`src/ccw_pkg.sv`:
```
// Shared constants and types for the coin change way counter.
package ccw_pkg;

  localparam int MAX_SUM_DEF  = 65535;
  localparam int MAX_PART_DEF = 15;

  localparam int TARGET_W = 16;
  localparam int COUNT_W  = 64;
  localparam int CFG_W    = 4;

  localparam logic [CFG_W-1:0] MAX_PART_RESET = CFG_W'(1);

  typedef struct packed {
    logic rd_en;
    logic issue;
    logic clr_we;
    logic clr_one;
    logic load;
    logic zero_res;
  } ctl_t;

endpackage

```
`src/ccw_upd.sv`:
```
// Shared adder stage that accumulates one table entry per cycle, with bypass.
module ccw_upd #(
  parameter int AW = 16
) (
  input  logic                        clk,
  input  logic                        rst,
  input  logic                        issue,
  input  logic [AW-1:0]               addr_a,
  input  logic [AW-1:0]               addr_b,
  input  logic [ccw_pkg::COUNT_W-1:0] rd_data_a,
  input  logic [ccw_pkg::COUNT_W-1:0] rd_data_b,
  output logic                        wr_en,
  output logic [AW-1:0]               wr_addr,
  output logic [ccw_pkg::COUNT_W-1:0] wr_data
);

  logic                        issue_q;
  logic [AW-1:0]               addr_a_q;
  logic [AW-1:0]               addr_b_q;
  logic                        last_valid;
  logic [AW-1:0]               last_addr;
  logic [ccw_pkg::COUNT_W-1:0] last_data;
  logic [ccw_pkg::COUNT_W-1:0] oper_b;

  always_ff @(posedge clk) begin
    if (rst) begin
      issue_q    <= 1'b0;
      last_valid <= 1'b0;
    end else begin
      issue_q    <= issue;
      last_valid <= issue_q;
    end
  end

  always_ff @(posedge clk) begin
    addr_a_q  <= addr_a;
    addr_b_q  <= addr_b;
    last_addr <= addr_a_q;
    last_data <= wr_data;
  end

  // The entry written in the previous cycle was not yet visible to the read.
  always_comb begin
    if (last_valid && (last_addr == addr_b_q)) begin
      oper_b = last_data;
    end else begin
      oper_b = rd_data_b;
    end
  end

  assign wr_en   = issue_q;
  assign wr_addr = addr_a_q;
  assign wr_data = rd_data_a + oper_b;

endmodule

```
`config.mk`:
```
export PLATFORM = sky130hd
export DESIGN_NAME = ccw_upd
export DESIGN_NICKNAME = d
export VERILOG_FILES = /design/src/ccw_pkg.sv /design/src/ccw_upd.sv
export SDC_FILE = /design/constraint.sdc
export NUM_CORES = 1
export LEC_CHECK = 0
export BUFFER_PORTS_ARGS = -buffer_cell sky130_fd_sc_hd__buf_4
export CAP_MARGIN = 10
export CORE_UTILIZATION = 45
export CTS_CLUSTER_SIZE = 20
export DETAILED_ROUTE_END_ITERATION = 10
export PLACE_DENSITY = 0.73
export SLEW_MARGIN = 20
export SYNTH_ARGS = -nofsm -noshare
export SYNTH_HDL_FRONTEND = slang
export SYNTH_SLANG_ARGS = --single-unit
```
`constraint.sdc`:
```
create_clock -name clk -period 13.5 [get_ports clk]
set_input_delay 3.375 -clock clk [delete_from_list [all_inputs] [get_ports clk]]
set_output_delay 3.375 -clock clk [all_outputs]
set_load 0.01 [all_outputs]
```
After elaboration in Yosys (flattened, before gate mapping)
Index checks and enable logic that the tools add are counted.
{"block": "op_classes", "div": 0, "multipliers": 0, "eq_ne": 1, "n_lt_le_gt_ge": 0, "shift": 0, "muxes": 1, "addsub": 1, "n_reduce_logical": 1, "bitwise_logic": 0}
{"operator": "$add A64 B64 Y64", "n": 1}
{"operator": "$mux W64", "n": 1}
{"operator": "$eq A16 B16 Y1", "n": 1}
{"operator": "$logic_and A1 B1 Y1", "n": 1}
{"block": "totals", "regBits": 114, "mem_bits_rw": 0, "mem_count": 0, "wordCells": 10, "latchBits": 0, "rom_bits": 0, "out_inout_bits": 81}

Logic depth before layout (Yosys ltp)
{"block": "depth", "word_depth": 4, "mapped_depth": 19, "ltp_nobuf": 17}

Worst setup path before layout
OpenSTA, ideal clock, no wires.
{"block": "synth_path", "path_type": "input to output", "from": "in rd_data_b[7] (netlist bit)", "to": "out wr_data[62] (netlist bit)", "t_arrival_ns": 5.890, "stages": 11, "t_required_ns": 10.125, "n_path_buf": 0, "slack_ns": 4.235, "cell_sequence": "mux2_2 -> ha_1 -> a21o_1 -> a211oi_2 -> nand4_1 -> nand4_1 -> o21ai_1 -> a32oi_1 -> nor4b_1 -> o21ai_1 -> a311oi_1"}
{"block": "synth_between", "elab_chain_len": 2}
{"element": "start: declaration", "line": "ccw_upd.sv:11", "rtl": "input logic [ccw_pkg::COUNT_W-1:0] rd_data_b,"}
{"element": "$mux W64", "line": "ccw_upd.sv:44", "rtl": "if (last_valid && (last_addr == addr_b_q)) begin"}
{"element": "$add A64 B64 Y64", "line": "ccw_upd.sv:53", "rtl": "assign wr_data = rd_data_a + oper_b;"}
{"element": "end: declaration", "line": "ccw_upd.sv:14", "rtl": "output logic [ccw_pkg::COUNT_W-1:0] wr_data"}
Every way passes these cells.

Worst setup path in the final report
{"block": "layout_path", "from": "in rd_data_b[23] (netlist bit)", "to": "out wr_data[60] (netlist bit)"}
Same word-level chain as after synthesis.

==> impl_metrics.tcl <==
set metrics [dict create \
    maxCapViolations 0 \
    cts.sink_count 114 \
    slowest_delay_ns 0.68 \
    drv_slew 0 \
    antenna_left 0 \
    relSlewSlack_pct 42.8 \
    die_width_microns 127 \
    timing_hold_violations_final 0 \
    viasPerCell 5.40 \
    period_share_pct 75.5 \
    max_freq_mhz 98.1 \
    grt_overflow_total 0 \
    dr_total_vias 6666 \
    layout_commonest_cell "buf_4" \
    avgSynthCellArea_sq_um 9.08 \
    power_frac_seq_pct 33.2 \
    synth_flop_cell "dfxtp_1" \
    p_leak_nw 4.44 \
    hold_buffers 0 \
    clk_latency_ns 0.42 \
    fin_worst_skew_ns 0.00898 \
    ir_drop_v 0.0000968 \
    rrSetupSlack_ns 8.67 \
    crit_chain "buf_4 -> mux2_2 -> ha_1 -> and2_1 -> nand3_1 -> nor3_1 -> nor3b_1 -> o32a_1 -> nand2_1 -> o31ai_1 -> a21oi_1 -> xnor2_1 -> buf_4" \
    post-route-util_pct 63.0 \
    floorplan.initialDensity_pct 46.4 \
    worst_hold_slack_ns 0.345 \
    cts_buffers 17 \
    wl_met1_microns 8640 \
    worstPathRequired_ns 10.12 \
    power.switching_mw 0.388 \
    synth_edf_count 0 \
    wl_per_cell_microns 16.3 \
    synth_top_cells_by_area "dfxtp_1, ha_1, mux2_2, xnor2_1, a21oi_1" \
    htreeDepth 4 \
    worstSetupPathType "in -> out" \
    pwr-share-clk_pct 37.3 \
    ys_types 60 \
    cts_buffer_depth 2 \
    seq_area_frac_synth_pct 32.3 \
    wl_met2_microns 9270 \
    finalSetupViolations 0 \
    cp_common_cell "buf_4" \
    end_kind "primary output" \
    crit_path_start_kind "primary input" \
    rows 45 \
    root_buffer "clkbuf_16" \
    worst_pin_slew_ns 0.857 \
    syn2layout_area_growth_pct 35.9 \
    finalWeightedCongestion 0.946 \
    layout_common_cells "buf_4, dfxtp_1, a21oi_1" \
    antenna_cells 0 \
    dp_hpwl_microns 15900 \
    layout_min_cycle_time_ns 10.19 \
    async_flop_share_pct 0 \
    grt_pass1_wl_microns 31600 \
    ys.warnings.count 0 \
    layout-drive-gt1-share_pct 34.3 \
    critPathSlowestCell "o31ai_1" \
    post-cts-setup-buffers 0 \
    grtUsageTotal_pct 24.7 \
    synth_top_area_share_pct 32.3 \
    drc 0 \
    fin_nets 1244 \
    wl_microns 20100 \
    status "finished clean" \
    die_area_sq_mm 0.0162 \
    worstPathArrival_ns 6.81 \
    swShare_pct 32.1 \
    fillers 1324 \
    top_layer "met4" \
    syn_area_sq_mm 0.00708 \
    pin_count 244 \
    grt_max_degree 65 \
    io_buffers 243 \
    ys_seq_elements 114 \
    synth_top_cell_by_area "dfxtp_1" \
    core_area_sq_mm 0.0153 \
    finalPower_mw 1.21 \
    chipHeight_microns 127 \
    powerDensity_mw_per_mm2 126 \
    path_clk_slew_ns 0.06 \
    rsz0062_at_grt "false" \
    finalSetupTns_ns 0 \
    wl_met3_microns 1440 \
    firstDrtPassIters 5 \
    drt_iter0_drc 382 \
    syn-num-nets 1012 \
    p_int_mw 0.823 \
    cts_resized 0 \
    combPwrFrac_pct 29.6 \
    antenna_found_initial 0 \
    crit_path_max_fanout 7 \
    cts_tree "done" \
    synthCells 779 \
    grt_pass1_vias 6476 \
    hold_class "reg -> reg" \
]
critical path: cells and delay by family:
family                     cells  cell delay, ns
AOI/OAI and AO/OA              3            1.09
xor gates and xnor gates       1            0.28
muxes                          1            0.26
adders and majority gates      1            0.40
buffers and inverters          2            0.29
and+or+nand+nor                5            1.14
through the flow:
| step | cell area, sq um | instances | worst slack, ns |
|---|---|---|---|
| 5_1_grt | 9620 | 1235 | 3.11 |
| 2_1_floorplan | 7080 | 779 | 4.23 |
| 3_3_place_gp | 9030 | 1203 | 3.53 |
| 3_5_place_dp | 9030 | 1203 | 3.40 |
| 6_report | 9620 | 1235 | 3.31 |
| 4_1_cts | 9620 | 1235 | 3.39 |
logic make-up (layout without fill, tap and decap cells):
kind of cell | after synthesis | in the layout | synth area share (%)
AOI/OAI and AO/OA | 217 | 217 | 19.2
xor gates and xnor gates | 77 | 77 | 9.53
adders and majority gates | 70 | 70 | 12.5
buffers and inverters | 49 | 294 | 2.94
DFF | 114 | 114 | 32.3
muxes | 64 | 64 | 10.2
and+or+nand+nor | 188 | 188 | 13.4
flip-flops by register name, summed over array words and instances, names as in the netlist:
| signal | count |
|---|---|
| last_valid | 1 |
| wr_en | 1 |
| wr_addr | 16 |
| last_data | 64 |
| last_addr | 16 |
| addr_b_q | 16 |
synth_stat cells (3+ instances only):
master / count
o21ai_0: 37
a221oi_1: 3
a21o_1: 33
nor2b_1: 12
nand3_1: 20
and2_1: 6
o21bai_1: 8
a21oi_1: 75
and3_1: 6
buf_4: 6
nor2_1: 33
xnor2_1: 46
clkbuf_1: 24
dfxtp_1: 114
a21boi_1: 4
o21a_1: 6
nand2b_1: 4
nand2_1: 55
inv_1: 18
nand4_1: 27
o21ai_1: 15
xor2_1: 31
ha_1: 69
mux2_2: 63
nor3_1: 11
nor4_1: 3
a31oi_1: 6
layer usage:
| layer | track usage [%] | vias up |
|---|---|---|
| met2 | 40.8 | 285 |
| met1 | 30.9 | 3025 |
| met5 | 0 | - |
| met3 | 5.23 | 45 |
| li1 | - | 3311 |
| met4 | 11.4 | 0 |
final timing paths:
path                                    start       endpoint  cells past startpoint
worst max-delay path            rd_data_b[23]    wr_data[60]                     13
worst min-delay path               wr_addr[7]   last_addr[7]                      0
worst max register to register   last_addr[3]  last_data[60]                     16
worst min register to register     wr_addr[7]   last_addr[7]                      0
final cells by class:
type | count | area, sq um | share of cell area (%)
timing repair buffer | 244 | 1830 | 19.1
tap | 211 | 264 | 2.75
inverter | 18 | 67.6 | 0.703
multi-input combinational | 616 | 4590 | 47.7
clock inverter | 15 | 159 | 1.65
sequential | 114 | 2280 | 23.7
clock buffer | 17 | 425 | 4.42
power by group through the flow:
stage	Clock (mW)	Sequential (mW)	Combinational (mW)
3_3_place_gp	0	0.406	0.351
5_1_grt	0.478	0.406	0.388
4_1_cts	0.462	0.402	0.356
6_report	0.451	0.402	0.358
2_1_floorplan	0	0.407	0.202
3_5_place_dp	0	0.410	0.354
Power figures use the tool's default switching activity.
