### src/ccw_pkg.sv
// Shared constants and types for the coin change way counter.
package ccw_pkg;

  localparam int MAX_SUM_DEF  = 65535;
  localparam int MAX_PART_DEF = 15;

  localparam int TARGET_W = 16;
  localparam int COUNT_W  = 64;
  localparam int CFG_W    = 4;

  localparam logic [CFG_W-1:0] MAX_PART_RESET = CFG_W'(1);

  typedef struct packed {
    logic rd_en;
    logic issue;
    logic clr_we;
    logic clr_one;
    logic load;
    logic zero_res;
  } ctl_t;

endpackage

### src/ccw_ctrl.sv
// Sequencer that clears the table, runs one pass per coin value and reads the result.
module ccw_ctrl #(
  parameter int MAX_SUM  = ccw_pkg::MAX_SUM_DEF,
  parameter int MAX_PART = ccw_pkg::MAX_PART_DEF,
  parameter int AW       = $clog2(MAX_SUM + 1),
  parameter int CW       = $clog2(MAX_PART + 2)
) (
  input  logic                         clk,
  input  logic                         rst,
  input  logic                         cfg_wr_en,
  input  logic [ccw_pkg::CFG_W-1:0]    cfg_wr_data,
  input  logic                         in_valid,
  output logic                         in_stall,
  input  logic [ccw_pkg::TARGET_W-1:0] target_sum,
  input  logic                         out_free,
  output ccw_pkg::ctl_t                ctl,
  output logic [AW-1:0]                addr_a,
  output logic [AW-1:0]                addr_b
);

  typedef enum logic [5:0] {
    S_IDLE  = 6'b000001,
    S_CLEAR = 6'b000010,
    S_PICK  = 6'b000100,
    S_PASS  = 6'b001000,
    S_READ  = 6'b010000,
    S_WAIT  = 6'b100000
  } state_t;

  state_t                    state;
  state_t                    state_next;
  logic [ccw_pkg::CFG_W-1:0] max_part;
  logic [AW-1:0]             tgt;
  logic [AW-1:0]             tgt_next;
  logic [CW-1:0]             coins;
  logic [CW-1:0]             coins_next;
  logic [CW-1:0]             coin;
  logic [CW-1:0]             coin_next;
  logic [AW-1:0]             idx;
  logic [AW-1:0]             idx_next;
  logic                      zero_res;
  logic                      zero_res_next;

  always_ff @(posedge clk) begin
    if (rst) begin
      state    <= S_IDLE;
      max_part <= ccw_pkg::MAX_PART_RESET;
    end else begin
      state <= state_next;
      if (cfg_wr_en) begin
        max_part <= cfg_wr_data;
      end
    end
  end

  always_ff @(posedge clk) begin
    tgt      <= tgt_next;
    coins    <= coins_next;
    coin     <= coin_next;
    idx      <= idx_next;
    zero_res <= zero_res_next;
  end

  always_comb begin
    state_next    = state;
    tgt_next      = tgt;
    coins_next    = coins;
    coin_next     = coin;
    idx_next      = idx;
    zero_res_next = zero_res;
    ctl           = '0;
    case (state)
      S_IDLE: begin
        if (in_valid) begin
          tgt_next      = AW'(target_sum);
          zero_res_next = 32'(target_sum) > 32'(MAX_SUM);
          idx_next      = '0;
          if (32'(max_part) > 32'(MAX_PART)) begin
            coins_next = CW'(MAX_PART);
          end else begin
            coins_next = CW'(max_part);
          end
          if (32'(target_sum) > 32'(MAX_SUM)) begin
            state_next = S_WAIT;
          end else begin
            state_next = S_CLEAR;
          end
        end
      end
      S_CLEAR: begin
        ctl.clr_we  = 1'b1;
        ctl.clr_one = (idx == '0);
        if (idx == tgt) begin
          coin_next  = CW'(1);
          state_next = S_PICK;
        end else begin
          idx_next = idx + AW'(1);
        end
      end
      S_PICK: begin
        if ((coin <= coins) && (32'(coin) <= 32'(tgt))) begin
          idx_next   = AW'(coin);
          state_next = S_PASS;
        end else begin
          state_next = S_READ;
        end
      end
      S_PASS: begin
        ctl.rd_en = 1'b1;
        ctl.issue = 1'b1;
        if (idx == tgt) begin
          coin_next  = coin + CW'(1);
          state_next = S_PICK;
        end else begin
          idx_next = idx + AW'(1);
        end
      end
      S_READ: begin
        ctl.rd_en  = 1'b1;
        state_next = S_WAIT;
      end
      S_WAIT: begin
        ctl.load     = out_free;
        ctl.zero_res = zero_res;
        if (out_free) begin
          state_next = S_IDLE;
        end
      end
      default: begin
        state_next = S_IDLE;
      end
    endcase
  end

  assign in_stall = (state != S_IDLE);
  assign addr_a   = (state == S_READ) ? tgt : idx;
  assign addr_b   = AW'(32'(idx) - 32'(coin));

endmodule

### config.mk
export PLATFORM = sky130hd
export DESIGN_NAME = ccw_ctrl
export DESIGN_NICKNAME = d
export VERILOG_FILES = /design/src/ccw_pkg.sv /design/src/ccw_ctrl.sv
export SDC_FILE = /design/constraint.sdc
export NUM_CORES = 1
export LEC_CHECK = 0
export BUFFER_PORTS_ARGS = -buffer_cell sky130_fd_sc_hd__buf_2
export CAP_MARGIN = 20
export CELL_PAD_IN_SITES_DETAIL_PLACEMENT = 1
export CELL_PAD_IN_SITES_GLOBAL_PLACEMENT = 1
export CORE_ASPECT_RATIO = 1.2
export CORE_MARGIN = 2
export CORE_UTILIZATION = 46
export CTS_CLUSTER_SIZE = 25
export DETAILED_ROUTE_END_ITERATION = 12
export HOLD_SLACK_MARGIN = 0.12
export MAX_ROUTING_LAYER = met4
export PLACE_DENSITY = 0.91
export SLEW_MARGIN = 40
export SYNTH_ARGS = -nofsm -noshare
export SYNTH_HDL_FRONTEND = slang
export SYNTH_SLANG_ARGS = --single-unit
### constraint.sdc
create_clock -name clk -period 8.95 [get_ports clk]
set_input_delay 1.79 -clock clk [delete_from_list [all_inputs] [get_ports clk]]
set_output_delay 1.79 -clock clk [all_outputs]
set_load 0.01 [all_outputs]
# ---- Word level (Yosys, flattened, before mapping)
# Cells that the tools add are included.
# W data, S select, Z words.
dict set report classes {
  n_reduce_logical 10
  n_mux 17
  addsub 3
  n_eq_ne 15
  order_cmp 2
}
# operator n
set op_table {}
lappend op_table {{$mux W16} 4}
lappend op_table {{$pmux W16 S3} 1}
lappend op_table {{$pmux W6 S5} 1}
lappend op_table {{$mux W6} 3}
lappend op_table {{$add A16 B1 Y16 const B} 1}
lappend op_table {{$eq A16 B16 Y1} 1}
lappend op_table {{$le A5 B16 Y1} 1}
lappend op_table {{$logic_not A16 Y1} 1}
lappend op_table {{$sub A16 B5 Y16} 1}
lappend op_table {{$mux W5} 3}
lappend op_table {{$ne A2 B2 Y1 const B} 6}
lappend op_table {{$pmux W5 S2} 1}
lappend op_table {{$eq A6 B1 Y1 const B} 1}
lappend op_table {{$eq A6 B2 Y1 const B} 1}
lappend op_table {{$eq A6 B3 Y1 const B} 1}
lappend op_table {{$eq A6 B4 Y1 const B} 1}
lappend op_table {{$eq A6 B5 Y1 const B} 1}
lappend op_table {{$eq A6 B6 Y1 const B} 1}
lappend op_table {{$ne A6 B1 Y1 const B} 1}
lappend op_table {{$reduce_and A3 Y1} 2}
lappend op_table {{$add A5 B1 Y5 const B} 1}
lappend op_table {{$le A5 B4 Y1} 1}
lappend op_table {{$mux W2} 2}
lappend op_table {{$reduce_and A4 Y1} 1}
lappend op_table {{other kinds (7)} 9}
dict set report word_totals {
  register_bits 51
  inputBits 25
  output_inout_bits 39
  elab_cells 53
}

# ---- Longest topological paths before layout
dict set report depth {
  depth_word 4
  depth_mapped 8
  depth_no_buf 8
}

# ---- Worst setup path before layout
# OpenSTA, ideal clock, no wires.
dict set report synth_path {
  path_kind {input port to flip-flop}
  start {input port in_valid}
  end {register idx[0] (enable)}
  cell_stages 2
  path_slack_ps 5050
  required_ps 8520
  setup_time_ps 430
  arrival_time_ps 3470
  n_path_buf 0
  path_cell_list {nor2_1 nor4_1}
}
dict set report synth_via {
  elab_chain_len 2
}
# item line
set synth_rtl {}
lappend synth_rtl {{start: declaration} ccw_ctrl.sv:12} ;# input logic in_valid,
lappend synth_rtl {{$ne A2 B2 Y1 (no line)} --}
lappend synth_rtl {{$reduce_and A4 Y1 (no line)} --}
lappend synth_rtl {{end signal: assignment} ccw_ctrl.sv:60} ;# idx <= idx_next;
lappend synth_rtl {{end: declaration} ccw_ctrl.sv:39} ;# logic [AW-1:0] idx;
# No other way between the ends.
# A chain may end at the register's enable or synchronous reset.

# ---- Final worst setup path
dict set report layout_path {
  start {register coin[2]}
  end {output port addr_b[8]}
}
dict set report layout_via {
  elab_chain_len 1
}
# item line
set layout_rtl {}
lappend layout_rtl {{start: declaration} ccw_ctrl.sv:37} ;# logic [CW-1:0] coin;
lappend layout_rtl {{start signal: assignment} ccw_ctrl.sv:59} ;# coin <= coin_next;
lappend layout_rtl {{$sub A16 B5 Y16} ccw_ctrl.sv:137} ;# assign addr_b = AW'(32'(idx) - 32'(coin));
lappend layout_rtl {{end: declaration} ccw_ctrl.sv:18} ;# output logic [AW-1:0] addr_b
# No other way between the ends.

==> flow_metrics.env <==
export IMPL_status="completed"
export IMPL_cp_endpoint="addr_b[8]"
export IMPL_reg2reg_slack_ns=6.26
export IMPL_dp_cells=443
export IMPL_final_nets=406
export IMPL_antenna_found_initial=0
export IMPL_cts_resized=0
export IMPL_hold_buffers=0
export IMPL_synthArstFlopShare_pct=0
export IMPL_ir_worst_vdd_uv=99.16
export IMPL_rows=33
export IMPL_final_instance_count_excl_fill=451
export IMPL_hold_path_class="reg2reg"
export IMPL_crit_type="reg2out"
export IMPL_grt_max_degree=22
export IMPL_yosysWarnings=0
export IMPL_cts_buffers=5
export IMPL_ios=64
export IMPL_synth_edff_count=41
export IMPL_critPathLaunch="coin[2]"
export IMPL_period_needed_ns=4.358
export IMPL_firstDrtPassIters=4
export IMPL_synth_main_ff_cell="edfxtp_1"
export IMPL_synth_common_cells="edfxtp_1, nor2_1, xor2_1, xnor2_1"
export IMPL_post_cts_setup_buffers=0
export IMPL_hpwl_um=6293
export IMPL_fin_ws_ns=4.592
export IMPL_netlist_area_um2=3218
export IMPL_routedWlPerCell_um=17.63
export IMPL_port_buffer_count=62
export IMPL_critPathRequiredTime_ns=7.16
export IMPL_routed_wl_um=7951
export IMPL_arrival_ns=2.57
export IMPL_ant_nets=0
export IMPL_syn_num_nets=351
export IMPL_root_buffer="clkbuf_8"
export IMPL_relSlewSlack_pct=49.13
export IMPL_place_gp_congestion=0.8628
export IMPL_rsz0062_at_grt="false"
export IMPL_grt_first_pass_wirelength_um=13140
export IMPL_overflow=0
export IMPL_worstPathCellList="inv_1 -> ha_1 -> nor2b_1 -> o21a_1 -> o21ai_0 -> nand3_1 -> xnor2_1 -> buf_2"
export IMPL_grt_pass1_vias=2680
export IMPL_clk_latency_ns=0.30
export IMPL_cp_slowest_cell="edfxtp_1"
export IMPL_die_h_um=95.63
export IMPL_cpPeakStageDelay_ns=0.50
export IMPL_crit_path_end_kind="primary output"
export IMPL_drive_above_1_share_pct=26.10
export IMPL_ys_seq_area_share_pct=44.48
export IMPL_die_area_um2=7684
export IMPL_synthTopCellsByArea="edfxtp_1, xor2_1, ha_1"
export IMPL_drt_iter0_markers=128
export IMPL_worst_pin_slew_ns=0.7622
export IMPL_ys_seq_elements=51
export IMPL_synth_area_per_cell_um2=10.45
export IMPL_clk_path_buf_depth=2
export IMPL_grt_total_usage_pct=22.94
export IMPL_place_ws_ns=4.909
export IMPL_tns_ns=0
export IMPL_cts_max_level=2
export IMPL_synth_cells=308
export IMPL_setup_viol=0
export IMPL_synthToLayoutAreaGrowth_pct=14.27
export IMPL_postLayoutCoreUtil_pct=53.98
export IMPL_yosysUniqueCellTypes=52
export IMPL_path_max_fanout=6
export IMPL_skew_ns=0.007263
export IMPL_r2r_end="idx[9]"
export IMPL_via_per_inst=5.610
export IMPL_coreArea_um2=6813
export IMPL_synth_top_area_share_pct=38.26
export IMPL_drc=0
export IMPL_yosysTopAreaCell="edfxtp_1"
export IMPL_diodes=0
export IMPL_hold_viol=0
export IMPL_die_w_um=80.36
export IMPL_drv_cap=0
export IMPL_initial_utilization_pct=47.24
export IMPL_num_vias=2530
export IMPL_drv_slew=0
export IMPL_r2r_start="state[1]"
export IMPL_cts_tree="yes"
export IMPL_period_share_pct=48.70
export IMPL_clkTransAtPathRegs_ns=0.09
export IMPL_start_kind="register"
export IMPL_p_leak_nw=1.553
export IMPL_reg2regPathDepth=7
export IMPL_synth_most_common_cell="edfxtp_1"
export IMPL_clock_sinks=51
export IMPL_power_per_cell_area_nw_per_um2=152.7
export IMPL_p_total_mw=0.5616
export IMPL_timing_fmax_ghz=0.2294
-- report_power, final --
group          leakage [nW]  total, mW  internal (mW)  switching, mW
clock                0.0422      0.126         0.0550         0.0708
sequential            0.476      0.311          0.278         0.0325
combinational          1.03      0.125         0.0595         0.0654
-- logic make-up after synthesis --
kind of cell / share of synthesized area [%]
other: 0.1165
DFF: 44.48
xor gates and xnor gates: 12.52
and+or+nand+nor: 20.02
adders and majority gates: 7.232
buffers and inverters: 4.393
muxes: 5.132
AOI/OAI and AO/OA: 6.105
-- registers in the layout, summed over array words and instances (netlist names) --
signal,cells
coin,5
coins,4
idx,16
max_part,4
state,6
tgt,16
-- through the flow --
step                area [um^2]  hold WS [ns]
floorplan                  3218        0.4005
global placement           3585        0.4083
detailed placement         3596        0.4190
CTS                        3677        0.4409
global route               3677        0.4606
finish                     3677        0.4374
-- how the worst min path moves through the flow --
| stage | from | endpoint | slack, ns | cells after the start |
|---|---|---|---|---|
| finish | max_part[0] | coins[0] | 0.44 | 0 |
| CTS | max_part[0] | coins[0] | 0.44 | 0 |
| global placement | max_part[0] | coins[0] | 0.41 | 0 |
| detailed placement | max_part[0] | coins[0] | 0.42 | 0 |
| floorplan | max_part[0] | coins[0] | 0.40 | 0 |
| global route | max_part[0] | coins[0] | 0.46 | 0 |
-- final cells by class --
type,instances,area (um^2)
Multi-Input combinational cell,222,1652
Clock buffer,7,76.32
Tap cell,87,108.9
Timing Repair Buffer,65,336.6
Inverter,18,67.56
Fill cell,790,3136
Sequential cell,51,1431
Clock inverter,1,5.005
-- worst max-delay path, delay by kind of cell (launching register included) --
kind,cells,cell delay [ns]
AOI/OAI and AO/OA,2,0.67
DFF,1,0.50
and+or+nand+nor,2,0.33
xor gates and xnor gates,1,0.16
buffers and inverters,2,0.27
adders and majority gates,1,0.35
-- routing by layer --
layer	vias to the layer above	part of all wire, %	global-route usage, %	wire (um)
li1	1210	-	-	-
met1	1249	42	26.01	3326
met2	59	53	41.46	4244
met3	12	3.3	3.125	265
met4	0	1.5	7.627	116
met5	-	0	-	0
-- cell usage in the layout, fill, tap and decap left out, drive strengths merged, types with 2 or more instances in the layout --
cell type	netlist	final
nand2	12	12
nand4	5	5
nand3b	6	6
nor3	3	3
mux2	12	12
nand2b	2	2
xnor2	18	18
ha	17	17
and4	2	2
xor2	28	28
a21oi	7	7
edfxtp	41	41
inv	18	18
buf	6	65
and4bb	2	2
o22ai	4	4
nor2	33	33
and3	9	9
nor2b	4	4
clkbuf	11	7
nand3	11	11
mux2i	3	3
nor4	13	13
o21ai	10	10
dfxtp	10	10
No activity file was read; power rests on OpenSTA's default activity.
